## src/hdl/jan_pkg.sv

```systemverilog
// ----------------------------------------------------------------------------
// jan_pkg
// Shared types and constants for the joystick auto-ranging normalizer:
// payload structs, controller command and status groups, and reset values.
// ----------------------------------------------------------------------------
package jan_pkg;

  localparam int CONTROLLERS_DEF = 4;
  localparam int FRAC_BITS_DEF   = 14;

  localparam int OUT_W    = 16;
  localparam int MARGIN_W = 6;

  localparam logic [7:0]          RANGE_RESET  = 8'd64;
  localparam logic [MARGIN_W-1:0] MARGIN_RESET = 6'd10;

  typedef struct packed {
    logic signed [2:0] controller_index;
    logic signed [7:0] stick_x;
    logic signed [7:0] stick_y;
  } jan_in_t;

  typedef struct packed {
    logic signed [OUT_W-1:0] norm_x;
    logic signed [OUT_W-1:0] norm_y;
  } jan_out_t;

  typedef struct packed {
    logic load;
    logic range_upd;
    logic clamp;
    logic square;
    logic prep;
    logic div_step;
    logic sqrt_load;
    logic sqrt_step;
    logic finish;
  } jan_cmd_t;

  typedef struct packed {
    logic idx_ok;
    logic unit_mode;
  } jan_sts_t;

endpackage

```

## src/hdl/jan_lane.sv

```systemverilog
// ----------------------------------------------------------------------------
// jan_lane
// One axis of the normalizer: a shared restoring divider and a digit-by-digit
// square root unit that produce the rounded magnitude of one output axis.
// ----------------------------------------------------------------------------
module jan_lane
  import jan_pkg::*;
#(
  parameter int FRAC_BITS = FRAC_BITS_DEF
) (
  input  logic               clk,
  input  logic               load,
  input  logic               mode,
  input  logic [7:0]         a,
  input  logic [14:0]        a_sq,
  input  logic [15:0]        s,
  input  logic [7:0]         d,
  input  logic               div_step,
  input  logic               sqrt_load,
  input  logic               sqrt_step,
  output logic [FRAC_BITS:0] result
);

  localparam int QW  = 2 * FRAC_BITS + 3;
  localparam int SQW = FRAC_BITS + 2;

  logic              mode_r;
  logic [15:0]       rem_r;
  logic [15:0]       dv_r;
  logic [QW-1:0]     sh_r;
  logic [QW-1:0]     quo_r;
  logic [2*SQW-1:0]  sq_op_r;
  logic [SQW:0]      sq_rem_r;
  logic [SQW-1:0]    root_r;

  logic [16:0]       rem_sh;
  logic              div_ge;
  logic [16:0]       rem_sub;
  logic [1:0]        pair;
  logic [SQW+2:0]    rem4;
  logic [SQW+2:0]    trial;
  logic              sq_ge;
  logic [SQW+2:0]    rem4_sub;
  logic [SQW:0]      rnd;

  always_comb begin
    rem_sh   = {rem_r, sh_r[QW-1]};
    div_ge   = rem_sh >= {1'b0, dv_r};
    rem_sub  = rem_sh - {1'b0, dv_r};
    pair     = sq_op_r[2*SQW-1 -: 2];
    rem4     = {sq_rem_r, pair};
    trial    = {1'b0, root_r, 2'b01};
    sq_ge    = rem4 >= trial;
    rem4_sub = rem4 - trial;
    rnd      = {1'b0, root_r} + {{SQW{1'b0}}, 1'b1};
  end

  always_ff @(posedge clk) begin
    if (load) begin
      mode_r <= mode;
      quo_r  <= '0;
      if (mode) begin
        rem_r <= {2'b00, a_sq[14:1]};
        dv_r  <= s;
        sh_r  <= {a_sq[0], {(QW-1){1'b0}}};
      end else begin
        rem_r <= {8'b0, a};
        dv_r  <= {7'b0, d, 1'b0};
        sh_r  <= {{(FRAC_BITS-7){1'b0}}, d, {(FRAC_BITS+2){1'b0}}};
      end
    end else if (div_step) begin
      rem_r <= div_ge ? rem_sub[15:0] : rem_sh[15:0];
      quo_r <= {quo_r[QW-2:0], div_ge};
      sh_r  <= {sh_r[QW-2:0], 1'b0};
    end
    if (sqrt_load) begin
      sq_op_r  <= {1'b0, quo_r};
      sq_rem_r <= '0;
      root_r   <= '0;
    end else if (sqrt_step) begin
      sq_op_r  <= {sq_op_r[2*SQW-3:0], 2'b00};
      sq_rem_r <= sq_ge ? rem4_sub[SQW:0] : rem4[SQW:0];
      root_r   <= {root_r[SQW-2:0], sq_ge};
    end
  end

  assign result = mode_r ? rnd[FRAC_BITS+1:1] : quo_r[FRAC_BITS:0];

endmodule

```

## src/hdl/jan_datapath.sv

```systemverilog
// ----------------------------------------------------------------------------
// jan_datapath
// Learned range store, range update, clamping, squaring, mode selection,
// two axis lanes and the registered, saturated output.
// ----------------------------------------------------------------------------
module jan_datapath
  import jan_pkg::*;
#(
  parameter int CONTROLLERS = CONTROLLERS_DEF,
  parameter int FRAC_BITS   = FRAC_BITS_DEF
) (
  input  logic                clk,
  input  logic                rst_n,
  input  jan_cmd_t            cmd,
  output jan_sts_t            sts,
  input  jan_in_t             in_data,
  input  logic                cfg_we,
  input  logic [MARGIN_W-1:0] cfg_data,
  output jan_out_t            out_data
);

  localparam int SEL_W = (CONTROLLERS > 1) ? $clog2(CONTROLLERS) : 1;
  localparam logic [2:0] CTRL_LIM = 3'(CONTROLLERS);
  localparam int EW = (FRAC_BITS + 2 > OUT_W) ? FRAC_BITS + 2 : OUT_W + 1;
  localparam logic signed [EW-1:0] POS_LIM = EW'((1 << (OUT_W - 1)) - 1);
  localparam logic signed [EW-1:0] NEG_LIM = EW'(-(1 << (OUT_W - 1)));

  logic [MARGIN_W-1:0] margin_r;
  logic [7:0]          range_r [CONTROLLERS];
  jan_in_t             item_r;
  logic [7:0]          rng_r;
  logic [7:0]          d_r;
  logic [7:0]          ax_r;
  logic [7:0]          ay_r;
  logic                neg_x_r;
  logic                neg_y_r;
  logic [15:0]         axsq_r;
  logic [15:0]         aysq_r;
  logic [15:0]         dsq_r;
  logic                unit_r;
  jan_out_t            out_data_r;

  logic [SEL_W-1:0]    sel;
  logic                idx_ok;
  logic signed [9:0]   x_ext;
  logic signed [9:0]   y_ext;
  logic signed [9:0]   r0;
  logic signed [9:0]   r1;
  logic signed [9:0]   r2;
  logic [7:0]          d_val;
  logic [7:0]          ux;
  logic [7:0]          uy;
  logic [15:0]         s_sum;
  logic                unit_sel;
  logic [FRAC_BITS:0]  res_x;
  logic [FRAC_BITS:0]  res_y;

  function automatic logic [OUT_W-1:0] fmt(input logic neg, input logic [FRAC_BITS:0] mag);
    logic signed [EW-1:0] ve;
    ve = signed'(EW'(mag));
    if (neg) begin
      ve = -ve;
    end
    if (ve > POS_LIM) begin
      return POS_LIM[OUT_W-1:0];
    end else if (ve < NEG_LIM) begin
      return NEG_LIM[OUT_W-1:0];
    end
    return ve[OUT_W-1:0];
  endfunction

  always_comb begin
    sel    = item_r.controller_index[SEL_W-1:0];
    idx_ok = !item_r.controller_index[2] && (3'(item_r.controller_index) < CTRL_LIM);
    x_ext  = 10'(item_r.stick_x);
    y_ext  = 10'(item_r.stick_y);
    r0     = signed'({2'b00, range_r[sel]});
    if (x_ext > r0) begin
      r1 = x_ext;
    end else if (x_ext < -r0) begin
      r1 = -x_ext;
    end else begin
      r1 = r0;
    end
    if (y_ext > r1) begin
      r2 = y_ext;
    end else if (y_ext < -r1) begin
      r2 = -y_ext;
    end else begin
      r2 = r1;
    end
    d_val    = rng_r - {2'b00, margin_r};
    ux       = item_r.stick_x[7] ? (~item_r.stick_x + 8'd1) : item_r.stick_x;
    uy       = item_r.stick_y[7] ? (~item_r.stick_y + 8'd1) : item_r.stick_y;
    s_sum    = axsq_r + aysq_r;
    unit_sel = s_sum > dsq_r;
  end

  always_ff @(posedge clk) begin
    if (!rst_n) begin
      margin_r <= MARGIN_RESET;
      for (int i = 0; i < CONTROLLERS; i++) begin
        range_r[i] <= RANGE_RESET;
      end
    end else begin
      if (cfg_we) begin
        margin_r <= cfg_data;
      end
      if (cmd.range_upd && idx_ok) begin
        range_r[sel] <= r2[7:0];
      end
    end
  end

  always_ff @(posedge clk) begin
    if (cmd.load) begin
      item_r <= in_data;
    end
    if (cmd.range_upd) begin
      rng_r <= r2[7:0];
    end
    if (cmd.clamp) begin
      d_r     <= d_val;
      ax_r    <= (ux > d_val) ? d_val : ux;
      ay_r    <= (uy > d_val) ? d_val : uy;
      neg_x_r <= item_r.stick_x[7];
      neg_y_r <= !item_r.stick_y[7] && (item_r.stick_y != 8'sd0);
    end
    if (cmd.square) begin
      axsq_r <= ax_r * ax_r;
      aysq_r <= ay_r * ay_r;
      dsq_r  <= d_r * d_r;
    end
    if (cmd.prep) begin
      unit_r <= unit_sel;
    end
    if (cmd.finish) begin
      if (idx_ok) begin
        out_data_r.norm_x <= fmt(neg_x_r, res_x);
        out_data_r.norm_y <= fmt(neg_y_r, res_y);
      end else begin
        out_data_r <= '0;
      end
    end
  end

  jan_lane #(
    .FRAC_BITS(FRAC_BITS)
  ) u_lane_x (
    .clk      (clk),
    .load     (cmd.prep),
    .mode     (unit_sel),
    .a        (ax_r),
    .a_sq     (axsq_r[14:0]),
    .s        (s_sum),
    .d        (d_r),
    .div_step (cmd.div_step),
    .sqrt_load(cmd.sqrt_load),
    .sqrt_step(cmd.sqrt_step),
    .result   (res_x)
  );

  jan_lane #(
    .FRAC_BITS(FRAC_BITS)
  ) u_lane_y (
    .clk      (clk),
    .load     (cmd.prep),
    .mode     (unit_sel),
    .a        (ay_r),
    .a_sq     (aysq_r[14:0]),
    .s        (s_sum),
    .d        (d_r),
    .div_step (cmd.div_step),
    .sqrt_load(cmd.sqrt_load),
    .sqrt_step(cmd.sqrt_step),
    .result   (res_y)
  );

  assign sts.idx_ok    = idx_ok;
  assign sts.unit_mode = unit_r;
  assign out_data      = out_data_r;

endmodule

```

## src/hdl/jan_ctrl.sv

```systemverilog
// ----------------------------------------------------------------------------
// jan_ctrl
// Sequencer for one item at a time: issues datapath commands, counts divider
// and square root steps, and owns the output valid flag.
// ----------------------------------------------------------------------------
module jan_ctrl
  import jan_pkg::*;
#(
  parameter int FRAC_BITS = FRAC_BITS_DEF
) (
  input  logic     clk,
  input  logic     rst_n,
  input  logic     in_valid,
  output logic     in_ready,
  output logic     out_valid,
  input  logic     out_ready,
  input  jan_sts_t sts,
  output jan_cmd_t cmd
);

  localparam int QW  = 2 * FRAC_BITS + 3;
  localparam int SQW = FRAC_BITS + 2;
  localparam int CW  = $clog2(QW);
  localparam logic [CW-1:0] DIV_NORM_LAST = CW'(FRAC_BITS);
  localparam logic [CW-1:0] DIV_UNIT_LAST = CW'(QW - 1);
  localparam logic [CW-1:0] ROOT_LAST     = CW'(SQW - 1);

  typedef enum logic [8:0] {
    S_IDLE    = 9'b000000001,
    S_RANGE   = 9'b000000010,
    S_CLAMP   = 9'b000000100,
    S_SQUARE  = 9'b000001000,
    S_PREP    = 9'b000010000,
    S_DIV     = 9'b000100000,
    S_ROOT_LD = 9'b001000000,
    S_ROOT    = 9'b010000000,
    S_FINISH  = 9'b100000000
  } state_t;

  state_t        state_r;
  state_t        state_nxt;
  logic [CW-1:0] cnt_r;
  logic [CW-1:0] cnt_nxt;
  logic          out_valid_r;
  logic          out_valid_nxt;
  logic          out_free;
  logic [CW-1:0] div_last;

  always_comb begin
    out_free  = !out_valid_r || out_ready;
    div_last  = sts.unit_mode ? DIV_UNIT_LAST : DIV_NORM_LAST;
    state_nxt = state_r;
    cnt_nxt   = cnt_r;
    cmd       = '0;
    case (state_r)
      S_IDLE: begin
        cmd.load = in_valid;
        if (in_valid) begin
          state_nxt = S_RANGE;
        end
      end
      S_RANGE: begin
        cmd.range_upd = 1'b1;
        state_nxt     = sts.idx_ok ? S_CLAMP : S_FINISH;
      end
      S_CLAMP: begin
        cmd.clamp = 1'b1;
        state_nxt = S_SQUARE;
      end
      S_SQUARE: begin
        cmd.square = 1'b1;
        state_nxt  = S_PREP;
      end
      S_PREP: begin
        cmd.prep  = 1'b1;
        cnt_nxt   = '0;
        state_nxt = S_DIV;
      end
      S_DIV: begin
        cmd.div_step = 1'b1;
        if (cnt_r == div_last) begin
          cnt_nxt   = '0;
          state_nxt = sts.unit_mode ? S_ROOT_LD : S_FINISH;
        end else begin
          cnt_nxt = cnt_r + 1'b1;
        end
      end
      S_ROOT_LD: begin
        cmd.sqrt_load = 1'b1;
        cnt_nxt       = '0;
        state_nxt     = S_ROOT;
      end
      S_ROOT: begin
        cmd.sqrt_step = 1'b1;
        if (cnt_r == ROOT_LAST) begin
          state_nxt = S_FINISH;
        end else begin
          cnt_nxt = cnt_r + 1'b1;
        end
      end
      S_FINISH: begin
        cmd.finish = out_free;
        if (out_free) begin
          state_nxt = S_IDLE;
        end
      end
      default: begin
        state_nxt = S_IDLE;
      end
    endcase
    if (cmd.finish) begin
      out_valid_nxt = 1'b1;
    end else if (out_ready) begin
      out_valid_nxt = 1'b0;
    end else begin
      out_valid_nxt = out_valid_r;
    end
  end

  always_ff @(posedge clk) begin
    if (!rst_n) begin
      state_r     <= S_IDLE;
      cnt_r       <= '0;
      out_valid_r <= 1'b0;
    end else begin
      state_r     <= state_nxt;
      cnt_r       <= cnt_nxt;
      out_valid_r <= out_valid_nxt;
    end
  end

  assign in_ready  = (state_r == S_IDLE);
  assign out_valid = out_valid_r;

endmodule

```

## src/hdl/joystick_autorange_normalizer.sv

```systemverilog
// The path from input transfer to output valid depends on the case: an absent controller
// skips the lanes, a sample inside the unit circle uses the divider alone, and one outside
// it the divider and then the square root, each lane making one bit per cycle. One item is
// in work at a time; the next input transfer can be taken once the result is registered.
// Synchronous active-low reset sets every learned range to 64 and the margin to 10.
// ----------------------------------------------------------------------------
// joystick_autorange_normalizer
// Learns a stick range per controller, scales the clamped sample by the range
// minus the outer margin, and limits the vector to unit length.
// ----------------------------------------------------------------------------
module joystick_autorange_normalizer
  import jan_pkg::*;
#(
  parameter int CONTROLLERS = CONTROLLERS_DEF,
  parameter int FRAC_BITS   = FRAC_BITS_DEF
) (
  input  logic                clk,
  input  logic                rst_n,
  input  logic                in_valid,
  output logic                in_ready,
  input  jan_in_t             in_data,
  output logic                out_valid,
  input  logic                out_ready,
  output jan_out_t            out_data,
  input  logic                cfg_valid,
  output logic                cfg_ready,
  input  logic [MARGIN_W-1:0] cfg_data
);

  jan_cmd_t cmd;
  jan_sts_t sts;

  assign cfg_ready = 1'b1;

  jan_ctrl #(
    .FRAC_BITS(FRAC_BITS)
  ) u_ctrl (
    .clk      (clk),
    .rst_n    (rst_n),
    .in_valid (in_valid),
    .in_ready (in_ready),
    .out_valid(out_valid),
    .out_ready(out_ready),
    .sts      (sts),
    .cmd      (cmd)
  );

  jan_datapath #(
    .CONTROLLERS(CONTROLLERS),
    .FRAC_BITS  (FRAC_BITS)
  ) u_datapath (
    .clk     (clk),
    .rst_n   (rst_n),
    .cmd     (cmd),
    .sts     (sts),
    .in_data (in_data),
    .cfg_we  (cfg_valid && cfg_ready),
    .cfg_data(cfg_data),
    .out_data(out_data)
  );

`ifndef SYNTHESIS
  a_cmd_onehot: assert property (@(posedge clk) disable iff (!rst_n)
    $onehot0(cmd))
    else $error("More than one datapath command issued in a cycle.");

  a_busy_after_transfer: assert property (@(posedge clk) disable iff (!rst_n)
    in_valid && in_ready |=> !in_ready)
    else $error("Input taken again directly after a transfer.");

  a_root_unit_only: assert property (@(posedge clk) disable iff (!rst_n)
    cmd.sqrt_step |-> sts.unit_mode)
    else $error("Square root step outside the unit-length case.");

  a_finish_valid: assert property (@(posedge clk) disable iff (!rst_n)
    cmd.finish |=> out_valid)
    else $error("Finished result not presented at the output.");
`endif

endmodule

```

## config.mk

```make
export PLATFORM = sky130hd
export DESIGN_NAME = joystick_autorange_normalizer
export DESIGN_NICKNAME = d
export VERILOG_FILES = /design/src/hdl/jan_pkg.sv /design/src/hdl/jan_lane.sv /design/src/hdl/jan_datapath.sv /design/src/hdl/jan_ctrl.sv /design/src/hdl/joystick_autorange_normalizer.sv
export SDC_FILE = /design/constraint.sdc
export NUM_CORES = 1
export LEC_CHECK = 0
export ABC_AREA = 1
export ABC_CLOCK_PERIOD_IN_PS = 10450
export BUFFER_PORTS_ARGS = -buffer_cell sky130_fd_sc_hd__buf_2
export CORE_MARGIN = 2
export CORE_UTILIZATION = 45
export DETAILED_ROUTE_END_ITERATION = 6
export MAX_ROUTING_LAYER = met4
export PLACE_DENSITY_LB_ADDON = 0.25
export SLEW_MARGIN = 15
export SYNTH_ARGS = -nofsm -noshare
export SYNTH_HDL_FRONTEND = slang
export SYNTH_SLANG_ARGS = --single-unit
```

## constraint.sdc

```tcl
create_clock -name clk -period 10.45 [get_ports clk]
set_clock_uncertainty 0.15 [all_clocks]
set_input_delay 0.5225 -clock clk [delete_from_list [all_inputs] [get_ports clk]]
set_output_delay 0.5225 -clock clk [all_outputs]
set_load 0.005 [all_outputs]
```

==> results.py, run 1 <==
metrics = {
    "status": {
        "status": "complete, no violations",
    },
    "synth": {
        "syn-cell-area_sq_um": 29300,
        "async_reset_ff_share_pct": 0,
        "yosysWarningCount": 0,
        "syn_nets": 3781,
        "synth_edf_count": 289,
        "synth_area_per_cell_sq_um": 8.56,
        "synth-seq-cells": 442,
        "synth_cell_types": 69,
        "synth_ff_type": "edfxtp_1",
        "synthCells": 3420,
        "yosysSeqAreaShare_pct": 40.1,
    },
    "drt": {
        "routed_wl_microns": 68300,
        "wl_per_cell_microns": 15.7,
        "viasPerCell": 5.17,
        "vias": 22542,
        "drt_pass1_iterations": 5,
        "postRouteAntennaNets": 0,
        "drc": 0,
        "drtIter0Drc": 1343,
    },
    "sta": {
        "hold_slack_ns": 0.0481,
        "max_slew_margin_pct": 28.3,
        "fin_crit_ns": 6.73,
        "fmax_mhz": 149,
        "tightest_slew_ns": 1.06,
        "post-route-period-util_pct": 64.4,
        "finalSetupViolations": 0,
        "rsz0062_at_grt": "false",
        "slew_viol_final": 0,
        "hold_viol": 0,
        "setup_tns_ns": 0,
    },
    "floorplanning": {
        "die_area_sq_um": 67100,
        "die_w_microns": 259,
        "row_count": 93,
        "core-area_sq_um": 64300,
        "io_pins": 65,
        "die_height_microns": 259,
        "initial_utilization_pct": 45.5,
    },
    "critical_path": {
        "cp_num_cells": 37,
        "cp-start-kind": "flop",
        "critPathMaxStageDelay_ns": 0.67,
        "critical_path.most_common_cell": "nand2_1",
        "arrival_ns": 6.91,
        "required_ns": 10.63,
        "slowest_stage": "dfxtp_1",
        "end_kind": "flop",
        "path_buf_inv": 4,
        "critical_path_class": "flop to flop",
        "critical_path.top_delay_family": "simple AND/OR/NAND/NOR gates",
        "worst-path-max-fanout": 17,
        "reg2reg_depth": 37,
    },
    "place": {
        "gp_congestion": 0.922,
        "port_buffers": 63,
        "place_hpwl_microns": 49600,
    },
    "hold_path": {
        "min-delay-path-class": "input port to flop",
        "whs_path_depth": 2,
    },
    "pwr": {
        "p_switching_mw": 2.35,
        "powerDensity_nw_per_um2": 196,
        "ir_drop_uv": 139,
        "p_leak_nw": 15.3,
        "seqPwrFrac_pct": 35.8,
        "finalPower_mw": 6.31,
        "p_int_mw": 3.96,
        "combPwrFrac_pct": 35.5,
        "pwr-share-clk_pct": 28.7,
        "p_sw_share_pct": 37.3,
    },
    "cts": {
        "cts_tree": "yes",
        "root_buffer": "clkbuf_16",
        "cts_max_level": 2,
        "cts_resized": 0,
        "cts_buffer_depth": 3,
        "numCtsBuffers": 50,
        "clk_transition_reported_paths_ns": 0.06,
        "insertion_delay_ns": 0.60,
        "cts_setup_buffers": 0,
        "ctsHoldBuffers": 22,
        "clock_sinks": 442,
    },
    "global_route": {
        "grt_usage_pct": 21.2,
        "grt_pass1_vias": 21704,
        "grt_max_degree": 87,
        "grt-ovfl-total": 0,
        "grt_pass1_wl_microns": 112000,
        "antenna_found_initial": 0,
    },
    "cells_and_area": {
        "n_antenna_cell": 0,
        "nNetsFinal": 3821,
        "area_delta_synth_final_pct": 10.2,
        "drive_gt1_share_pct": 7.60,
        "n_fill_cell": 6034,
    },
    "flow_run": {
        "max-cap-violations": 0,
    },
}
per-layer routing:
layer	vias to the layer above	wire length, microns	global-route usage (%)
li1	11488	-	-
met3	104	2640	2.26
met2	405	30400	32.8
met5	-	0	-
met1	10545	33400	29.4
met4	0	1740	6.21
cells by family (layout without fill, tap and decap cells):
family | after synthesis | after routing | synth area share (%)
other | 1 | 1 | 0.0128
buffers and inverters | 663 | 744 | 8.76
flip-flops | 442 | 442 | 40.1
AO/OA/AOI/OAI | 669 | 669 | 13.0
adder cells (fa/ha/maj) | 331 | 331 | 16.2
multiplexers | 1 | 1 | 0.0385
AND/OR/NAND/NOR | 1146 | 1146 | 16.9
XOR/XNOR | 167 | 167 | 5.00
registers in the layout (all words and copies together) (netlist names), 17 cells and up, named ones only:
signal                        cells
u_datapath.u_lane_y.sq_op_r      32
u_datapath.out_data              32
u_datapath.range_r               32
u_datapath.item_r                19
u_datapath.u_lane_x.sq_rem_r     17
u_datapath.u_lane_x.sq_op_r      32
u_datapath.u_lane_y.sq_rem_r     17
u_datapath.u_lane_y.quo_r        31
u_datapath.u_lane_x.quo_r        31
final timing paths:
kind,to,slack [ns],start
min reg2reg,u_datapath.u_lane_x.sq_op_r[31]$_SDFFE_PP0P_,0.32,u_datapath.u_lane_x.sq_op_r[29]$_DFFE_PP_
max,u_datapath.range_r[0][2]$_SDFFCE_PN0P_,3.72,flop
max reg2reg,u_datapath.range_r[0][2]$_SDFFCE_PN0P_,3.72,flop
min,u_datapath.margin_r[3]$_SDFFE_PN1P_,0.05,cfg_valid
power groups by stage:
stage	clock network, mW	logic, mW	registers [mW]
after floorplan	0	1.74	2.25
after global placement	0	2.19	2.29
after detailed placement	0	2.22	2.29
after CTS	1.85	2.24	2.26
after global routing	1.92	2.55	2.29
final	1.81	2.24	2.26
area by class of cell:
cell class                      count  area [sq um]  share of cell area, %
Timing Repair Buffer              103           671                   2.08
Clock buffer                       62          1340                   4.15
Tap cell                          855          1070                   3.32
Sequential cell                   442         11700                   36.4
Multi-Input combinational cell   2315         15000                   46.5
Clock inverter                     31           347                   1.08
Inverter                          548          2060                   6.40
synth_stat cells (all sizes together), types with 47 or more instances:
master | number | area share (%)
fa | 78 | 5.3
nand2 | 692 | 9.3
inv | 540 | 6.9
xor2 | 120 | 3.6
dfxtp | 153 | 10
nand3 | 138 | 2.6
edfxtp | 289 | 30
clkbuf | 97 | 1.3
ha | 253 | 11
xnor2 | 47 | 1.4
o21ai | 286 | 4.9
a21oi | 182 | 3.1
nor2 | 233 | 3.1
o22ai | 93 | 2.0
stage by stage:
| step | cells | setup WS [ns] | instance area [sq um] | utilization (%) |
|---|---|---|---|---|
| 5_1_grt | 4356 | 3.02 | 32200 | 50.1 |
| 3_5_place_dp | 4241 | 3.83 | 30300 | 47.1 |
| 4_1_cts | 4356 | 3.80 | 32200 | 50.1 |
| 3_3_place_gp | 4241 | 3.93 | 30300 | 47.1 |
| 2_1_floorplan | 3420 | 4.52 | 29300 | - |
| 6_report | 4356 | 3.72 | 32200 | 50.1 |
cells in the final DEF, fill, tap and decap left out, types with 12 or more instances in the layout:
cell           synthesis  routed
inv_1                525     524
o211ai_1              33      33
o22ai_1               93      93
buf_4                  4      18
clkinv_2               0      14
o21ai_0              271     271
nor2_1               224     221
edfxtp_1             289     289
or2_2                 12      12
nand3_1              123     123
a21oi_1              180     180
dlygate4sd3_1          2      22
buf_2                  4      63
nand2_1              667     666
dfxtp_1              153     153
nand4_1               27      27
xor2_1               120     120
ha_1                 253     253
xnor2_1               47      47
nor3_1                24      23
nand3_2               15      15
nand2_2               15      16
clkbuf_16              0      51
fa_1                  78      78
inv_2                 15      13
o21ai_1               12      12
Power figures use the tool's default switching activity.
==> run 2, diff against run 1 <==
Settings changed: ABC_AREA 1 to 0, ABC_CLOCK_PERIOD_IN_PS 10450 to 6000.
Clock period 10.45 ns to 6 ns, I/O delays scaled along.
==> results.py, run 2 <==
metrics = {
    "status": {
        "status": "complete, no violations",
    },
    "pwr": {
        "powerDensity_nw_per_um2": 251,
        "combPwrFrac_pct": 22.4,
        "p_switching_mw": 2.39,
        "seqPwrFrac_pct": 40.4,
        "p_sw_share_pct": 28.5,
        "p_int_mw": 5.98,
        "ir_drop_uv": 199,
        "pwr-share-clk_pct": 37.1,
        "finalPower_mw": 8.37,
        "p_leak_nw": 14.4,
    },
    "global_route": {
        "grt_max_degree": 68,
        "grt_pass1_wl_microns": 118000,
        "grt_pass1_vias": 22752,
        "antenna_found_initial": 0,
        "grt_usage_pct": 22.2,
        "grt-ovfl-total": 0,
    },
    "synth": {
        "yosysMostFrequentCell": "nand2_1",
        "synth_area_per_cell_sq_um": 9.37,
        "synth_top_area_cell": "edfxtp_1",
        "syn-cell-area_sq_um": 29400,
        "syn_nets": 3496,
        "synth_cell_types": 83,
        "synth_ff_type": "edfxtp_1",
        "synth-seq-cells": 442,
        "synth_commonest_cells": "nand2_1 (517), edfxtp_1 (289), ha_1 (253)",
        "async_reset_ff_share_pct": 0,
        "synthCells": 3135,
        "synth_top_area_share_pct": 29.6,
        "yosysWarningCount": 0,
        "synth_edf_count": 289,
        "synth.area.top_cells": "edfxtp_1 (30%), ha_1 (11%), dfxtp_1 (10%), nand2_1 (6.6%), fa_1 (5.3%)",
        "yosysSeqAreaShare_pct": 40.0,
    },
    "cells_and_area": {
        "fin_cells": 4144,
        "final_cell_mix": "nand2_1 (512), edfxtp_1 (289), ha_1 (251), inv_1 (237), nor2_1 (193)",
        "drive_gt1_share_pct": 10.5,
        "n_fill_cell": 5808,
        "area_delta_synth_final_pct": 13.8,
        "stdcell_area_sq_um": 33400,
        "n_antenna_cell": 0,
        "final_common_cell": "nand2_1",
        "nNetsFinal": 3614,
        "final_util_pct": 51.8,
    },
    "cts": {
        "clk_transition_reported_paths_ns": 0.06,
        "cts_max_level": 2,
        "cts_tree": "yes",
        "numCtsBuffers": 49,
        "clock_sinks": 442,
        "cts_buffer_depth": 3,
        "root_buffer": "clkbuf_16",
        "insertion_delay_ns": 0.61,
    },
    "hold_path": {
        "min-delay-path-class": "input port to flop",
        "whs_path_depth": 2,
    },
    "floorplanning": {
        "row_count": 93,
        "initial_utilization_pct": 45.6,
        "die_area_sq_um": 67300,
        "core-area_sq_um": 64500,
        "die_height_microns": 259,
        "die_w_microns": 259,
        "io_pins": 65,
    },
    "critical_path": {
        "critPathMaxStageDelay_ns": 0.52,
        "required_ns": 6.20,
        "end_kind": "flop",
        "critical_path_class": "flop to flop",
        "reg2reg_slack_ns": 0.21,
        "reg2reg_depth": 28,
        "worst-path-max-fanout": 5,
        "arrival_ns": 5.99,
        "cp-start-kind": "flop",
        "slowest_stage": "mux4_2",
        "cp_num_cells": 28,
        "critical_path.most_common_cell": "buf_4",
        "path_buf_inv": 5,
        "critical_path.top_delay_family": "simple AND/OR/NAND/NOR gates",
    },
    "sta": {
        "setup_tns_ns": 0,
        "tightest_slew_ns": 1.10,
        "post-route-period-util_pct": 96.5,
        "hold_viol": 0,
        "fin_crit_ns": 5.79,
        "slew_viol_final": 0,
        "fmax_mhz": 173,
        "max_slew_margin_pct": 26.9,
        "finalSetupViolations": 0,
    },
    "place": {
        "place_hpwl_microns": 52000,
        "gp_congestion": 0.886,
        "dpl_cell_area_sq_um": 30900,
        "dp_cells": 4001,
        "port_buffers": 63,
    },
    "drt": {
        "viasPerCell": 5.50,
        "vias": 22806,
        "drtIter0Drc": 1468,
        "drt_pass1_iterations": 5,
        "postRouteAntennaNets": 0,
        "wl_per_cell_microns": 17.4,
        "routed_wl_microns": 72200,
        "drc": 0,
    },
    "flow_run": {
        "max-cap-violations": 0,
    },
}
[run 2: cell types whose count changed in the layout (fill, tap and decap cells not counted), sizes merged, moves of 41 or more]
| cell | delta |
|---|---|
| nor3 | +41 |
| inv | -290 |
| mux2i | +63 |
| xnor2 | +97 |
| o22ai | -52 |
| nand2 | -175 |
| and2 | +76 |
| buf | +70 |
| o21ai | -100 |
| xor2 | -82 |
| nand3 | -80 |
[run 2: logic make-up after synthesis]
group	after synthesis	synth area share, %
adder cells (fa/ha/maj)	331	16.1
AO/OA/AOI/OAI	608	12.9
AND/OR/NAND/NOR	1113	17.4
buffers and inverters	375	4.90
other	1	0.0128
XOR/XNOR	182	5.43
flip-flops	442	40.0
multiplexers	83	3.25
[run 2: timing repair]
item | 4_1_cts | 5_1_grt
gates cloned | 0 | 1
gates resized for setup | 11 | 55
hold endpoints to repair | 38 | 0
endpoints found under the setup margin | 38 | 40
buffers inserted | 0 | 14
hold buffers | 41 | 0
pin swaps | 0 | 23
[run 2: power by group through the flow]
| stage | sequential, mW | clock (mW) | combinational (mW) |
|---|---|---|---|
| after CTS | 3.38 | 3.17 | 1.68 |
| after global placement | 3.45 | 0 | 1.58 |
| after detailed placement | 3.45 | 0 | 1.61 |
| after global routing | 3.39 | 3.28 | 2.08 |
| final | 3.39 | 3.11 | 1.88 |
| after floorplan | 3.41 | 0 | 1.11 |
[run 2: metrics by stage]
step	worst slack (ns)	hold WS, ns
after floorplan	0.0416	0.249
after global placement	-0.0392	0.292
after detailed placement	-0.112	0.295
after CTS	0.00158	0.212
after global routing	-0.0724	0.242
final	0.210	0.238
[run 2: final cells by class]
cell class	count	area, sq um	area share [%]
clock buffer	65	1340	4.00
clock inverter	22	307	0.917
inverter	249	937	2.80
multi-input combinational	2318	16600	49.5
sequential	442	11700	35.1
tap	855	1070	3.20
timing repair buffer	193	1470	4.40
[run 2: path summary, 6_finish.rpt]
check / from / end
worst max-delay path: flop / u_datapath.rng_r[4]$_DFFE_PN_
worst min-delay path: in_data[15] / u_datapath.item_r[15]$_DFFE_PP_
worst max register to register: flop / u_datapath.rng_r[4]$_DFFE_PN_
worst min register to register: u_datapath.u_lane_x.sq_rem_r[16]$_SDFFE_PP0P_ / u_datapath.u_lane_x.sq_rem_r[16]$_SDFFE_PP0P_
[run 2: worst register-to-register path: cells and delay by family (launching register included)]
family | cells | cell delay [ns]
compound gates | 6 | 1.14
flops | 1 | 0.34
xor+xnor | 2 | 0.31
mux | 1 | 0.52
simple gates | 12 | 1.76
buf+inv | 5 | 0.73
fa+ha+maj | 2 | 0.58
[run 2: metal layers]
layer / global-route usage, % / part of all wire (%)
met1: 29.3 / 46
met2: 36.4 / 47
met3: 2.30 / 4.2
met4: 5.97 / 2.5
met5: - / 0
